File: config.mk
export PLATFORM = sky130hd
export DESIGN_NAME = battery_level_averaging_lookup_top
export DESIGN_NICKNAME = d
export VERILOG_FILES = /design/src/rtl/core/bla_pkg.sv /design/src/rtl/core/bla_win_cell.sv /design/src/rtl/core/bla_tab_cell.sv /design/src/rtl/core/bla_div.sv /design/src/rtl/core/battery_level_averaging_lookup_top.sv
export SDC_FILE = /design/constraint.sdc
export NUM_CORES = 2
export LEC_CHECK = 0
export ABC_AREA = 1
export BUFFER_PORTS_ARGS = -buffer_cell sky130_fd_sc_hd__buf_4
export CORE_MARGIN = 1.5
export CORE_UTILIZATION = 35
export DETAILED_ROUTE_END_ITERATION = 10
export RECOVER_POWER = 100
export SLEW_MARGIN = 5
export SYNTH_ARGS = -nofsm -noshare
export SYNTH_HDL_FRONTEND = slang
export SYNTH_SLANG_ARGS = --single-unit
File: constraint.sdc
create_clock -name clock -period 10 [get_ports clock]
set_clock_uncertainty 0.1 [all_clocks]
set_input_delay 2 -clock clock [delete_from_list [all_inputs] [get_ports clock]]
set_output_delay 2 -clock clock [all_outputs]
set_load 0.01 [all_outputs]
File: src/rtl/core/bla_pkg.sv
// shared types and constants of the battery level averaging lookup block
package bla_pkg;

   // field widths
   localparam int SAMPLE_W   = 12;
   localparam int MV_W       = 16;
   localparam int FACTOR_W   = 16;
   localparam int RATIO_W    = 4;
   localparam int ENTRY_W    = 6;
   localparam int LEVEL_W    = 16;
   localparam int CSR_IDX_W  = 1;
   localparam int CSR_DATA_W = 16;

   // item function codes
   localparam logic FUNC_SAMPLE      = 1'b0;
   localparam logic FUNC_TABLE_WRITE = 1'b1;

   // register indexes
   localparam logic [CSR_IDX_W-1:0] CSR_MV_FACTOR = 1'b0;
   localparam logic [CSR_IDX_W-1:0] CSR_DIV_RATIO = 1'b1;

   // register reset values
   localparam logic [FACTOR_W-1:0] FACTOR_RESET = 16'd52973;
   localparam logic [RATIO_W-1:0]  RATIO_RESET  = 4'd2;

   // input beat
   typedef struct packed {
      logic                func;
      logic [SAMPLE_W-1:0] sample;
      logic                report_voltage;
      logic [ENTRY_W-1:0]  entry_index;
      logic [MV_W-1:0]     entry_millivolts;
   } req_type;

   // result beat
   typedef struct packed {
      logic [LEVEL_W-1:0] level;
      logic [ENTRY_W-1:0] nearest_entry;
   } rsp_type;

   // control of one table cell
   typedef struct packed {
      logic load;
      logic shift;
   } cell_ctl_type;

   // status of the divider
   typedef struct packed {
      logic busy;
      logic done;
   } div_stat_type;

endpackage

File: src/rtl/core/bla_win_cell.sv
// one sample cell of the averaging window chain
module bla_win_cell (
   input  logic                          clock,
   input  logic                          reset,
   input  logic                          shift,
   input  logic [bla_pkg::SAMPLE_W-1:0]  data_in,
   output logic [bla_pkg::SAMPLE_W-1:0]  data_out
);

   logic [bla_pkg::SAMPLE_W-1:0] value_ff;
   logic [bla_pkg::SAMPLE_W-1:0] value_in;

   // take the neighbor's sample on a shift
   always_comb begin
      value_in = shift ? data_in : value_ff;
   end

   always_ff @(posedge clock) begin
      if (reset) begin
         value_ff <= '0;
      end else begin
         value_ff <= value_in;
      end
   end

   assign data_out = value_ff;

endmodule

File: src/rtl/core/bla_tab_cell.sv
// one entry cell of the voltage table ring
module bla_tab_cell (
   input  logic                       clock,
   input  bla_pkg::cell_ctl_type      ctl,
   input  logic [bla_pkg::MV_W-1:0]   load_data,
   input  logic [bla_pkg::MV_W-1:0]   data_in,
   output logic [bla_pkg::MV_W-1:0]   data_out
);

   logic [bla_pkg::MV_W-1:0] value_ff;
   logic [bla_pkg::MV_W-1:0] value_in;

   // table write, or rotate toward cell zero during the search
   always_comb begin
      value_in = value_ff;
      if (ctl.load) begin
         value_in = load_data;
      end else if (ctl.shift) begin
         value_in = data_in;
      end
   end

   always_ff @(posedge clock) begin
      value_ff <= value_in;
   end

   assign data_out = value_ff;

endmodule

File: src/rtl/core/bla_div.sv
// divide by a fixed divisor through a reciprocal multiply of the registered dividend
module bla_div #(
   parameter int DIVIDEND_W = 18,
   parameter int DIVISOR    = 20
) (
   input  logic                     clock,
   input  logic                     reset,
   input  logic                     start,
   input  logic [DIVIDEND_W-1:0]    dividend,
   output logic [DIVIDEND_W-1:0]    quotient,
   output bla_pkg::div_stat_type    stat
);

   // shift and rounded-up reciprocal, exact for every dividend of DIVIDEND_W bits
   localparam int SHIFT   = DIVIDEND_W + $clog2(DIVISOR);
   localparam int RECIP_W = DIVIDEND_W + 1;
   localparam int PROD_W  = SHIFT + DIVIDEND_W;
   localparam logic [RECIP_W-1:0] RECIP = RECIP_W'((2 ** SHIFT + DIVISOR - 1) / DIVISOR);

   logic                  busy_ff, busy_in;
   logic                  done_ff, done_in;
   logic [DIVIDEND_W-1:0] dvd_ff, dvd_in;
   logic [PROD_W-1:0]     prod_ff, prod_in;

   // capture the dividend, then multiply by the reciprocal
   always_comb begin
      busy_in = 1'b0;
      done_in = 1'b0;
      dvd_in  = dvd_ff;
      prod_in = prod_ff;
      if (start) begin
         busy_in = 1'b1;
         dvd_in  = dividend;
      end else if (busy_ff) begin
         done_in = 1'b1;
         prod_in = PROD_W'(dvd_ff) * PROD_W'(RECIP);
      end
   end

   // control state
   always_ff @(posedge clock) begin
      if (reset) begin
         busy_ff <= 1'b0;
         done_ff <= 1'b0;
      end else begin
         busy_ff <= busy_in;
         done_ff <= done_in;
      end
   end

   // datapath
   always_ff @(posedge clock) begin
      dvd_ff  <= dvd_in;
      prod_ff <= prod_in;
   end

   assign quotient  = prod_ff[SHIFT +: DIVIDEND_W];
   assign stat.busy = busy_ff;
   assign stat.done = done_ff;

endmodule

File: src/rtl/core/battery_level_averaging_lookup_top.sv
// top level: moving average of converter samples and nearest voltage table match
//
//   channel  direction  handshake               payload
//   req      in         req_valid / req_stall   bla_pkg::req_type
//   rsp      out        rsp_valid / rsp_stall   bla_pkg::rsp_type
//   csr      in         csr_write               csr_index, csr_wdata
//
// a table-write beat leaves req_stall low; after a sample beat req_stall stays
// high while the sequencer steps through the reciprocal divide, the scaling,
// the search as the table ring rotates past the comparator, and the result.
// the result sits in an output register, so a stalled rsp does not hold off
// the next beat unless a new result is ready. reset clears the window and the
// registers; the table holds nothing defined until written.
module battery_level_averaging_lookup_top #(
   parameter int WINDOW_LENGTH = 20,
   parameter int TABLE_ENTRIES = 50
) (
   input  logic                               clock,
   input  logic                               reset,
   input  logic                               req_valid,
   output logic                               req_stall,
   input  bla_pkg::req_type                   req_data,
   output logic                               rsp_valid,
   input  logic                               rsp_stall,
   output bla_pkg::rsp_type                   rsp_data,
   input  logic                               csr_write,
   input  logic [bla_pkg::CSR_IDX_W-1:0]      csr_index,
   input  logic [bla_pkg::CSR_DATA_W-1:0]     csr_wdata
);

   localparam int SUM_W   = bla_pkg::SAMPLE_W + $clog2(WINDOW_LENGTH);
   localparam int TAB_W   = $clog2(TABLE_ENTRIES);
   localparam int SUM_MAX = WINDOW_LENGTH * ((1 << bla_pkg::SAMPLE_W) - 1);
   localparam int PROD_W  = bla_pkg::SAMPLE_W + bla_pkg::FACTOR_W;
   localparam logic [TAB_W-1:0] LAST_ENTRY = TAB_W'(TABLE_ENTRIES - 1);

   typedef enum logic [4:0] {
      ST_IDLE   = 5'b00001,
      ST_DIV    = 5'b00010,
      ST_SCALE  = 5'b00100,
      ST_SEARCH = 5'b01000,
      ST_RESULT = 5'b10000
   } state_type;

   state_type state_ff, state_in;

   logic [bla_pkg::FACTOR_W-1:0] factor_ff, factor_in;
   logic [bla_pkg::RATIO_W-1:0]  ratio_ff, ratio_in;

   logic                         req_take;
   logic                         take_sample;
   logic                         take_write;
   logic                         report_ff, report_in;

   logic [SUM_W-1:0]             sum_ff, sum_in;
   logic [bla_pkg::SAMPLE_W-1:0] win_q [WINDOW_LENGTH];

   logic [SUM_W-1:0]             quotient;
   bla_pkg::div_stat_type        div_stat;
   logic [PROD_W-1:0]            scaled;
   logic [bla_pkg::SAMPLE_W-1:0] pin_ff, pin_in;
   logic [bla_pkg::MV_W-1:0]     mv_ff, mv_in;

   logic [bla_pkg::MV_W-1:0]     tab_q [TABLE_ENTRIES];
   logic                         ring_shift;
   logic [TAB_W-1:0]             cnt_ff, cnt_in;
   logic [bla_pkg::MV_W-1:0]     diff;
   logic                         better;
   logic [bla_pkg::MV_W-1:0]     best_diff_ff, best_diff_in;
   logic [TAB_W-1:0]             best_idx_ff, best_idx_in;
   logic [bla_pkg::ENTRY_W-1:0]  best_entry;

   logic                         out_free;
   logic                         rsp_load;
   logic                         rsp_valid_ff, rsp_valid_in;
   bla_pkg::rsp_type             rsp_data_ff, rsp_data_in;

   // configuration writes
   always_comb begin
      factor_in = factor_ff;
      ratio_in  = ratio_ff;
      if (csr_write) begin
         case (csr_index)
            bla_pkg::CSR_MV_FACTOR: factor_in = csr_wdata;
            bla_pkg::CSR_DIV_RATIO: ratio_in  = csr_wdata[bla_pkg::RATIO_W-1:0];
            default: ;
         endcase
      end
   end

   // input handshake
   assign req_stall   = (state_ff != ST_IDLE);
   assign req_take    = req_valid && !req_stall;
   assign take_sample = req_take && (req_data.func == bla_pkg::FUNC_SAMPLE);
   assign take_write  = req_take && (req_data.func == bla_pkg::FUNC_TABLE_WRITE);
   assign report_in   = take_sample ? req_data.report_voltage : report_ff;

   // running window sum: add the new sample, drop the one leaving cell zero
   assign sum_in = take_sample
      ? sum_ff + SUM_W'(req_data.sample) - SUM_W'(win_q[0])
      : sum_ff;

   // window chain, oldest sample in cell zero
   for (genvar i = 0; i < WINDOW_LENGTH; i++) begin : g_win
      if (i == WINDOW_LENGTH - 1) begin : g_tail
         bla_win_cell u_cell (
            .clock    (clock),
            .reset    (reset),
            .shift    (take_sample),
            .data_in  (req_data.sample),
            .data_out (win_q[i])
         );
      end else begin : g_body
         bla_win_cell u_cell (
            .clock    (clock),
            .reset    (reset),
            .shift    (take_sample),
            .data_in  (win_q[i+1]),
            .data_out (win_q[i])
         );
      end
   end

   // average = sum / WINDOW_LENGTH, truncated
   bla_div #(
      .DIVIDEND_W (SUM_W),
      .DIVISOR    (WINDOW_LENGTH)
   ) u_div (
      .clock    (clock),
      .reset    (reset),
      .start    (take_sample),
      .dividend (sum_in),
      .quotient (quotient),
      .stat     (div_stat)
   );

   // pin millivolts, then battery millivolts; 4095 * 15 fits 16 bits, no clip needed
   assign scaled = PROD_W'(quotient[bla_pkg::SAMPLE_W-1:0]) * PROD_W'(factor_ff);
   assign pin_in = (state_ff == ST_DIV && div_stat.done)
      ? scaled[PROD_W-1:bla_pkg::FACTOR_W] : pin_ff;
   assign mv_in  = (state_ff == ST_SCALE)
      ? bla_pkg::MV_W'(pin_ff) * bla_pkg::MV_W'(ratio_ff) : mv_ff;

   // table ring, rotating toward cell zero during the search
   assign ring_shift = (state_ff == ST_SEARCH);

   for (genvar i = 0; i < TABLE_ENTRIES; i++) begin : g_tab
      bla_pkg::cell_ctl_type ctl;
      assign ctl.load  = take_write && (req_data.entry_index == bla_pkg::ENTRY_W'(i));
      assign ctl.shift = ring_shift;
      bla_tab_cell u_cell (
         .clock     (clock),
         .ctl       (ctl),
         .load_data (req_data.entry_millivolts),
         .data_in   (tab_q[(i + 1) % TABLE_ENTRIES]),
         .data_out  (tab_q[i])
      );
   end

   // nearest match at cell zero; the first entry always wins, then strictly closer
   always_comb begin
      diff   = (mv_ff >= tab_q[0]) ? (mv_ff - tab_q[0]) : (tab_q[0] - mv_ff);
      better = (cnt_ff == '0) || (diff < best_diff_ff);
      best_diff_in = best_diff_ff;
      best_idx_in  = best_idx_ff;
      cnt_in       = cnt_ff;
      if (state_ff == ST_SCALE) begin
         cnt_in = '0;
      end else if (ring_shift) begin
         cnt_in = cnt_ff + 1'b1;
         if (better) begin
            best_diff_in = diff;
            best_idx_in  = cnt_ff;
         end
      end
   end

   // result beat into the output register
   assign best_entry = bla_pkg::ENTRY_W'(best_idx_ff);
   assign out_free   = !rsp_valid_ff || !rsp_stall;
   assign rsp_load   = (state_ff == ST_RESULT) && out_free;

   always_comb begin
      rsp_data_in = rsp_data_ff;
      if (rsp_load) begin
         rsp_data_in.nearest_entry = best_entry;
         rsp_data_in.level = report_ff ? mv_ff
            : {{(bla_pkg::LEVEL_W - bla_pkg::ENTRY_W - 1){1'b0}}, best_entry, 1'b0};
      end
      rsp_valid_in = rsp_load || (rsp_valid_ff && rsp_stall);
   end

   // sequencer
   always_comb begin
      state_in = state_ff;
      case (state_ff)
         ST_IDLE:   if (take_sample) state_in = ST_DIV;
         ST_DIV:    if (div_stat.done) state_in = ST_SCALE;
         ST_SCALE:  state_in = ST_SEARCH;
         ST_SEARCH: if (cnt_ff == LAST_ENTRY) state_in = ST_RESULT;
         ST_RESULT: if (out_free) state_in = ST_IDLE;
         default:   state_in = ST_IDLE;
      endcase
   end

   // control state
   always_ff @(posedge clock) begin
      if (reset) begin
         state_ff     <= ST_IDLE;
         factor_ff    <= bla_pkg::FACTOR_RESET;
         ratio_ff     <= bla_pkg::RATIO_RESET;
         sum_ff       <= '0;
         rsp_valid_ff <= 1'b0;
      end else begin
         state_ff     <= state_in;
         factor_ff    <= factor_in;
         ratio_ff     <= ratio_in;
         sum_ff       <= sum_in;
         rsp_valid_ff <= rsp_valid_in;
      end
   end

   // datapath
   always_ff @(posedge clock) begin
      report_ff    <= report_in;
      pin_ff       <= pin_in;
      mv_ff        <= mv_in;
      cnt_ff       <= cnt_in;
      best_diff_ff <= best_diff_in;
      best_idx_ff  <= best_idx_in;
      rsp_data_ff  <= rsp_data_in;
   end

   assign rsp_valid = rsp_valid_ff;
   assign rsp_data  = rsp_data_ff;

   // a new result only follows the result state
   a_rsp_from_result: assert property (@(posedge clock) disable iff (reset)
      $rose(rsp_valid) |-> $past(state_ff == ST_RESULT))
      else $error("result beat without a finished search");

   // the divider is working or finishing whenever the sequencer waits on it
   a_div_alive: assert property (@(posedge clock) disable iff (reset)
      (state_ff == ST_DIV) |-> (div_stat.busy || div_stat.done))
      else $error("sequencer waits on an idle divider");

   // the search starts from entry zero right after scaling
   a_search_start: assert property (@(posedge clock) disable iff (reset)
      (state_ff == ST_SEARCH) && $past(state_ff == ST_SCALE) |-> (cnt_ff == '0))
      else $error("search did not start at entry zero");

   // running sum stays within a full window of maximum samples
   a_sum_range: assert property (@(posedge clock) disable iff (reset)
      sum_ff <= SUM_W'(SUM_MAX))
      else $error("window sum out of range");

endmodule

# Yosys cells after proc, flatten, opt, wreduce, memory -nomap -nowiden
# Cells that the tools add are included.
word_totals:
  word_cells: 392
  register_bits: 1213
  inputBits: 58
  out_inout_bits: 24
op_classes:
  n_mul: 3
  reduce_logical: 120
  mux: 110
  bitwise: 4
  n_addsub: 5
  eq_ne: 60
  n_lt_le_gt_ge: 2
ops:
  columns: ["cell", "n"]
  rows:
  - ["16-bit two-way mux", 101]
  - ["6-bit equality test, second input constant", 19]
  - ["2-bit nonzero test", 50]
  - ["6-bit by 5-bit equality test with 1-bit output, second input constant", 16]
  - ["1-bit logical AND", 56]
  - ["6-bit by 4-bit equality test with 1-bit output, second input constant", 8]
  - ["17-bit by 16-bit multiplier with 32-bit output, second input constant", 1]
  - ["16-bit subtractor", 2]
  - ["12-bit by 16-bit multiplier with 28-bit output", 1]
  - ["5-bit one-hot mux with 5 select lines", 1]
  - ["6-bit by 3-bit equality test with 1-bit output, second input constant", 4]
  - ["5-bit two-way mux", 4]
  - ["17-bit by 12-bit adder with 17-bit output", 1]
  - ["17-bit two-way mux", 1]
  - ["17-bit by 12-bit subtractor with 17-bit output", 1]
  - ["16-bit >= comparator", 1]
  - ["16-bit less-than comparator", 1]
  - ["12-bit by 4-bit multiplier with 16-bit output", 1]
  - ["6-bit by 2-bit equality test with 1-bit output, second input constant", 2]
  - ["6-bit logical NOT", 2]
  - ["7-bit two-way mux", 1]
  - ["6-bit by 1-bit adder with 6-bit output, second input constant", 1]
  - ["6-bit by 1-bit equality test with 1-bit output, second input constant", 1]
  - ["2-bit by 1-bit inequality test with 1-bit output, second input constant", 3]
  - ["15 further kinds", 25]

# Longest topological paths before layout
logic_depth:
  ltp_word: 6
  depth_mapped: 24
  mapped_depth_nobuf: 23

# By module
# Synthesis repeated with hierarchy kept, for this count alone.
unflattened:
  hier_cells: 7981
  hier_area_um2: 69082.5
by_module_without_submodules:
  columns: ["module", "cells_per_inst", "seq_area_each_um2", "instances", "area_per_inst_um2"]
  rows:
  - ["bla_tab_cell", 69, 480.5, 50, 730.7]
  - ["battery_level_averaging_lookup_top", 2248, 3173.0, 1, 16047.9]
  - ["bla_win_cell", 76, 240.2, 20, 496.7]
  - ["bla_div", 763, 940.9, 1, 6565.0]

# Worst setup path after synthesis
# OpenSTA, ideal clock, no wires.
synth_timing:
  path_kind: "register to register"
  startpoint: "register u_div.prod_ff[25]"
  endpoint: "register pin_ff[10] in the netlist's numbering (data pin)"
  synth_period_minus_slack_ps: 4906
  arrival_ps: 4553
  setup_ps: 252
  t_required_ps: 9648
  path_stages_with_launch: 20
  slack_ps: 5094
  cell_sequence: "edfxtp_1 clkbuf_1 clkbuf_1 nand2_1 fa_1 inv_1 fa_1 fa_1 fa_1 inv_1 fa_1 inv_1 ha_1 nand2_1 inv_1 nand3_1 nor4_1 nand3_1 nand3_1 nand2_1"
synth_via:
  elab_chain_cells: 1
synth_lines:
  columns: ["element", "line_no", "source"]
  rows:
  - ["from (decl)", "bla_div.sv:23", "logic [PROD_W-1:0] prod_ff, prod_in;"]
  - ["from (signal assigned)", "bla_div.sv:54", "prod_ff <= prod_in;"]
  - ["12-bit by 16-bit multiplier with 28-bit output", "battery_level_averaging_lookup_top.sv:138", "assign scaled = PROD_W'(quotient[bla_pkg::SAMPLE_W-1:0]) * PROD_W'(factor_ff);"]
  - ["net scaled[26]", "battery_level_averaging_lookup_top.sv:60", "logic [PROD_W-1:0] scaled;"]
  - ["to (signal assigned)", "battery_level_averaging_lookup_top.sv:226", "pin_ff <= pin_in;"]
  - ["to (decl)", "battery_level_averaging_lookup_top.sv:61", "logic [bla_pkg::SAMPLE_W-1:0] pin_ff, pin_in;"]
# The timed path passes the listed nets, and every way through them passes these cells.
# A chain may end at the register's enable or synchronous reset.

==> run_results.csv <==
group,metric,value,unit
floorplanning,dieWidth,426.9,um
route,routedWlPerCell,16.32,um
synth,synthesis.nets,6964,
critical_path,crit_family,"buffers and inverters",
critical_path,startpoint_type,"input pin",
floorplanning,io_pins,82,
critical_path,slowest_stage,"clkbuf_2",
grt,first_global_vias,41810,
sta,fin_crit,7.523,ns
sta,finalHoldViolCount,0,
floorplanning,start_util,0.3525,
synth,ys.flop_type,"edfxtp_1",
critical_path,cp-end-kind,"register",
clocking,clock_latency,0.78,ns
floorplanning,rows,155,
route,drc,0,
clocking,path_clk_slew,0.06,ns
final_layout,drive_gt1_frac,0.04888,
floorplanning,core,0.1784,sq mm
final_layout,fillers,17630,
place,place.detailed.hpwl,95760,um
grt,grt_max_degree,122,
floorplanning,dieArea,0.1823,sq mm
sta,hold_slack,0.3478,ns
clocking,cts_buffer_depth,3,
synth,synth.ff_latch_count,1193,
synth,avgSynthCellArea,9.877,sq um
synth,syn-cell-area,0.06290,sq mm
sta,setup_viol,0,
critical_path,r2r_slack,3.91,ns
clocking,cts_hold_buf,0,
sta,fin_tns_setup,0,ns
clocking,post_cts_resized,0,
synth,async_reset_ff_frac,0,
clocking,post_cts_buffers,0,
status,failed_checks,"capacitance limit, slew limit",
critical_path,slowest_delay,1.37,ns
clocking,cts_buffers,133,
clocking,htreeDepth,4,
critical_path,worstPathMaxFanout,87,
critical_path,crit_path_frequent_cell,"clkbuf_1",
clocking,cts.sinks,1193,
critical_path,crit_type,"input pin to register",
critical_path,critPathBufInv,4,
critical_path,worstPathCellList,"clkbuf_1 -> clkinv_1 -> clkbuf_1 -> nand2_1 -> clkbuf_2 -> o22ai_1",
grt,antenna_found_initial,2,
place,io_buffer_count,81,
synth,synth_seq_area_share,0.5233,
status,status,"complete, but fails checks",
clocking,cts_tree,"done",
route,drt_first_iter_violations,2761,
run,cap_violations,7,
final_layout,finalNetCount,6850,
place,gp_congestion,0.8677,
critical_path,required,10.46,ns
route,drtPass1Iterations,6,
sta,max_slew_margin,-0.5129,
grt,grt_pass1_wl,227200,um
final_layout,final_cell_mix,"nand2_1 (1552), inv_1 (963), edfxtp_1 (902)",
hold_path,hold_path.class,"register to register",
synth,yosysUniqueCellTypes,50,
sta,fmax,132.9,MHz
synth,syn_inst,6368,
route,wl,142300,um
grt,grt_usage,0.1558,
synth,synth_edf_count,902,
final_layout,layout_commonest_cell,"nand2_1",
sta,min_period_over_period,0.7523,
final_layout,syn_to_final_growth,9.001,%
route,drtAntennaViolNets,0,
synth,yosys_warnings,0,
floorplanning,die_h,426.9,um
route,via_per_inst,4.866,
sta,slew_viol_final,380,
sta,rsz0062_at_grt,"false",
critical_path,arrival,7.99,ns
sta,worst-slew-pin-transition,2.269,ns
clocking,root_buffer,"clkbuf_16",
grt,grt_overflow,0,
route,vias,42430,
state kept, by name, indices dropped and copies added, names as in the netlist:
signal and cells:
report_ff 1, u_div.prod_ff 12, rsp_data 22, cnt_ff 6
best_entry 6, rsp_valid 1, ratio_ff 4, mv_ff 16
g_win.g_body.u_cell.data_out 228, sum_ff 17, g_win.g_tail.u_cell.data_out 12, u_div.busy_ff 1
best_diff_ff 16, u_div.dvd_ff 17, factor_ff 16, pin_ff 12
state_ff 5, g_tab.u_cell.data_out 800, u_div.done_ff 1
per-layer routing:
layer,track usage,wire length [um],vias to the layer above
met4,0.05721,4257,2
li1,-,-,20750
met2,0.2574,67760,871
met5,0,11,-
met3,0.02406,6192,211
met1,0.2064,64100,20590
tightest hold or removal path, stage by stage (launching register included):
cell and delay [ns]:
dfxtp_1 0.29, inv_1 0.06, o22ai_1 0.07
per-stage QoR:
stage	area, sq um	setup slack (ns)	instances	utilization
after floorplan	62900	5.094	6368	-
after global placement	64920	4.610	8474	0.3638
after detailed placement	64920	4.629	8474	0.3638
after CTS	69410	4.551	8718	0.3890
after global routing	68560	2.094	8719	0.3843
final	68560	2.477	8719	0.3843
cells by family (layout without fill, tap and decap cells):
kind of cell,Yosys count,after routing,share of synthesized area
and+or+nand+nor,1950,1950,0.1352
buffers and inverters,1347,1342,0.08753
AOI/OAI and AO/OA,1287,1287,0.1086
DFF,1193,1193,0.5233
adders and majority gates,538,538,0.1381
xor gates and xnor gates,53,53,0.007380
other,0,1,0
final timing paths:
path                                      startpoint                                 end  cells past startpoint
setup / recovery                               reset  g_win[8].g_body.u_cell.data_out[1]                      6
hold / removal    g_win[5].g_body.u_cell.data_out[0]  g_win[4].g_body.u_cell.data_out[0]                      2
setup reg to reg                         state_ff[4]  g_win[8].g_body.u_cell.data_out[1]                      8
hold reg to reg   g_win[5].g_body.u_cell.data_out[0]  g_win[4].g_body.u_cell.data_out[0]                      2
Yosys cell counts, types with 2 or more instances:
| cell type | instances | share of area |
|---|---|---|
| buf_4 | 15 | 0.0018 |
| o22ai_1 | 227 | 0.023 |
| and2_1 | 4 | 0.00040 |
| edfxtp_1 | 902 | 0.43 |
| nand2_1 | 1545 | 0.092 |
| o21ai_1 | 683 | 0.054 |
| nand4_1 | 17 | 0.0017 |
| dfxtp_1 | 291 | 0.093 |
| a31oi_1 | 2 | 0.00020 |
| xor2_1 | 37 | 0.0052 |
| buf_1 | 4 | 0.00024 |
| xnor2_1 | 16 | 0.0022 |
| inv_2 | 5 | 0.00030 |
| nor3_1 | 27 | 0.0021 |
| nor2_1 | 147 | 0.0088 |
| o21ai_2 | 7 | 0.00097 |
| buf_12 | 6 | 0.0019 |
| a21o_1 | 8 | 0.00095 |
| inv_1 | 979 | 0.058 |
| fa_1 | 260 | 0.083 |
| ha_1 | 278 | 0.055 |
| nand4_2 | 4 | 0.00080 |
| clkbuf_1 | 152 | 0.0091 |
| a21boi_0 | 5 | 0.00060 |
| nand3_1 | 128 | 0.010 |
| buf_2 | 173 | 0.014 |
| o21a_1 | 3 | 0.00036 |
| nor2_4 | 7 | 0.0013 |
| nor2_8 | 3 | 0.00095 |
| a21oi_1 | 128 | 0.010 |
| nor4_1 | 6 | 0.00060 |
| o2111ai_1 | 2 | 0.00028 |
| nand3b_1 | 7 | 0.00084 |
| nand2_2 | 9 | 0.00090 |
| o21ai_0 | 211 | 0.017 |
| o21bai_1 | 8 | 0.00095 |
| buf_6 | 9 | 0.0016 |
| nand4_4 | 41 | 0.014 |
cell type report:
class / count / area (sq um) / share of cell area
sequential: 1193 / 32910 / 0.4800
inverter: 987 / 3722 / 0.05429
tap: 2355 / 2947 / 0.04298
antenna: 1 / 2.502 / 0.00003650
multi-input combinational: 3828 / 23770 / 0.3467
clock inverter: 75 / 912.1 / 0.01330
timing repair buffer: 111 / 711.9 / 0.01038
clock buffer: 169 / 3580 / 0.05221
Power is not shown: default switching activity piles up to over one toggle a cycle in this logic, so the estimate is an artifact.
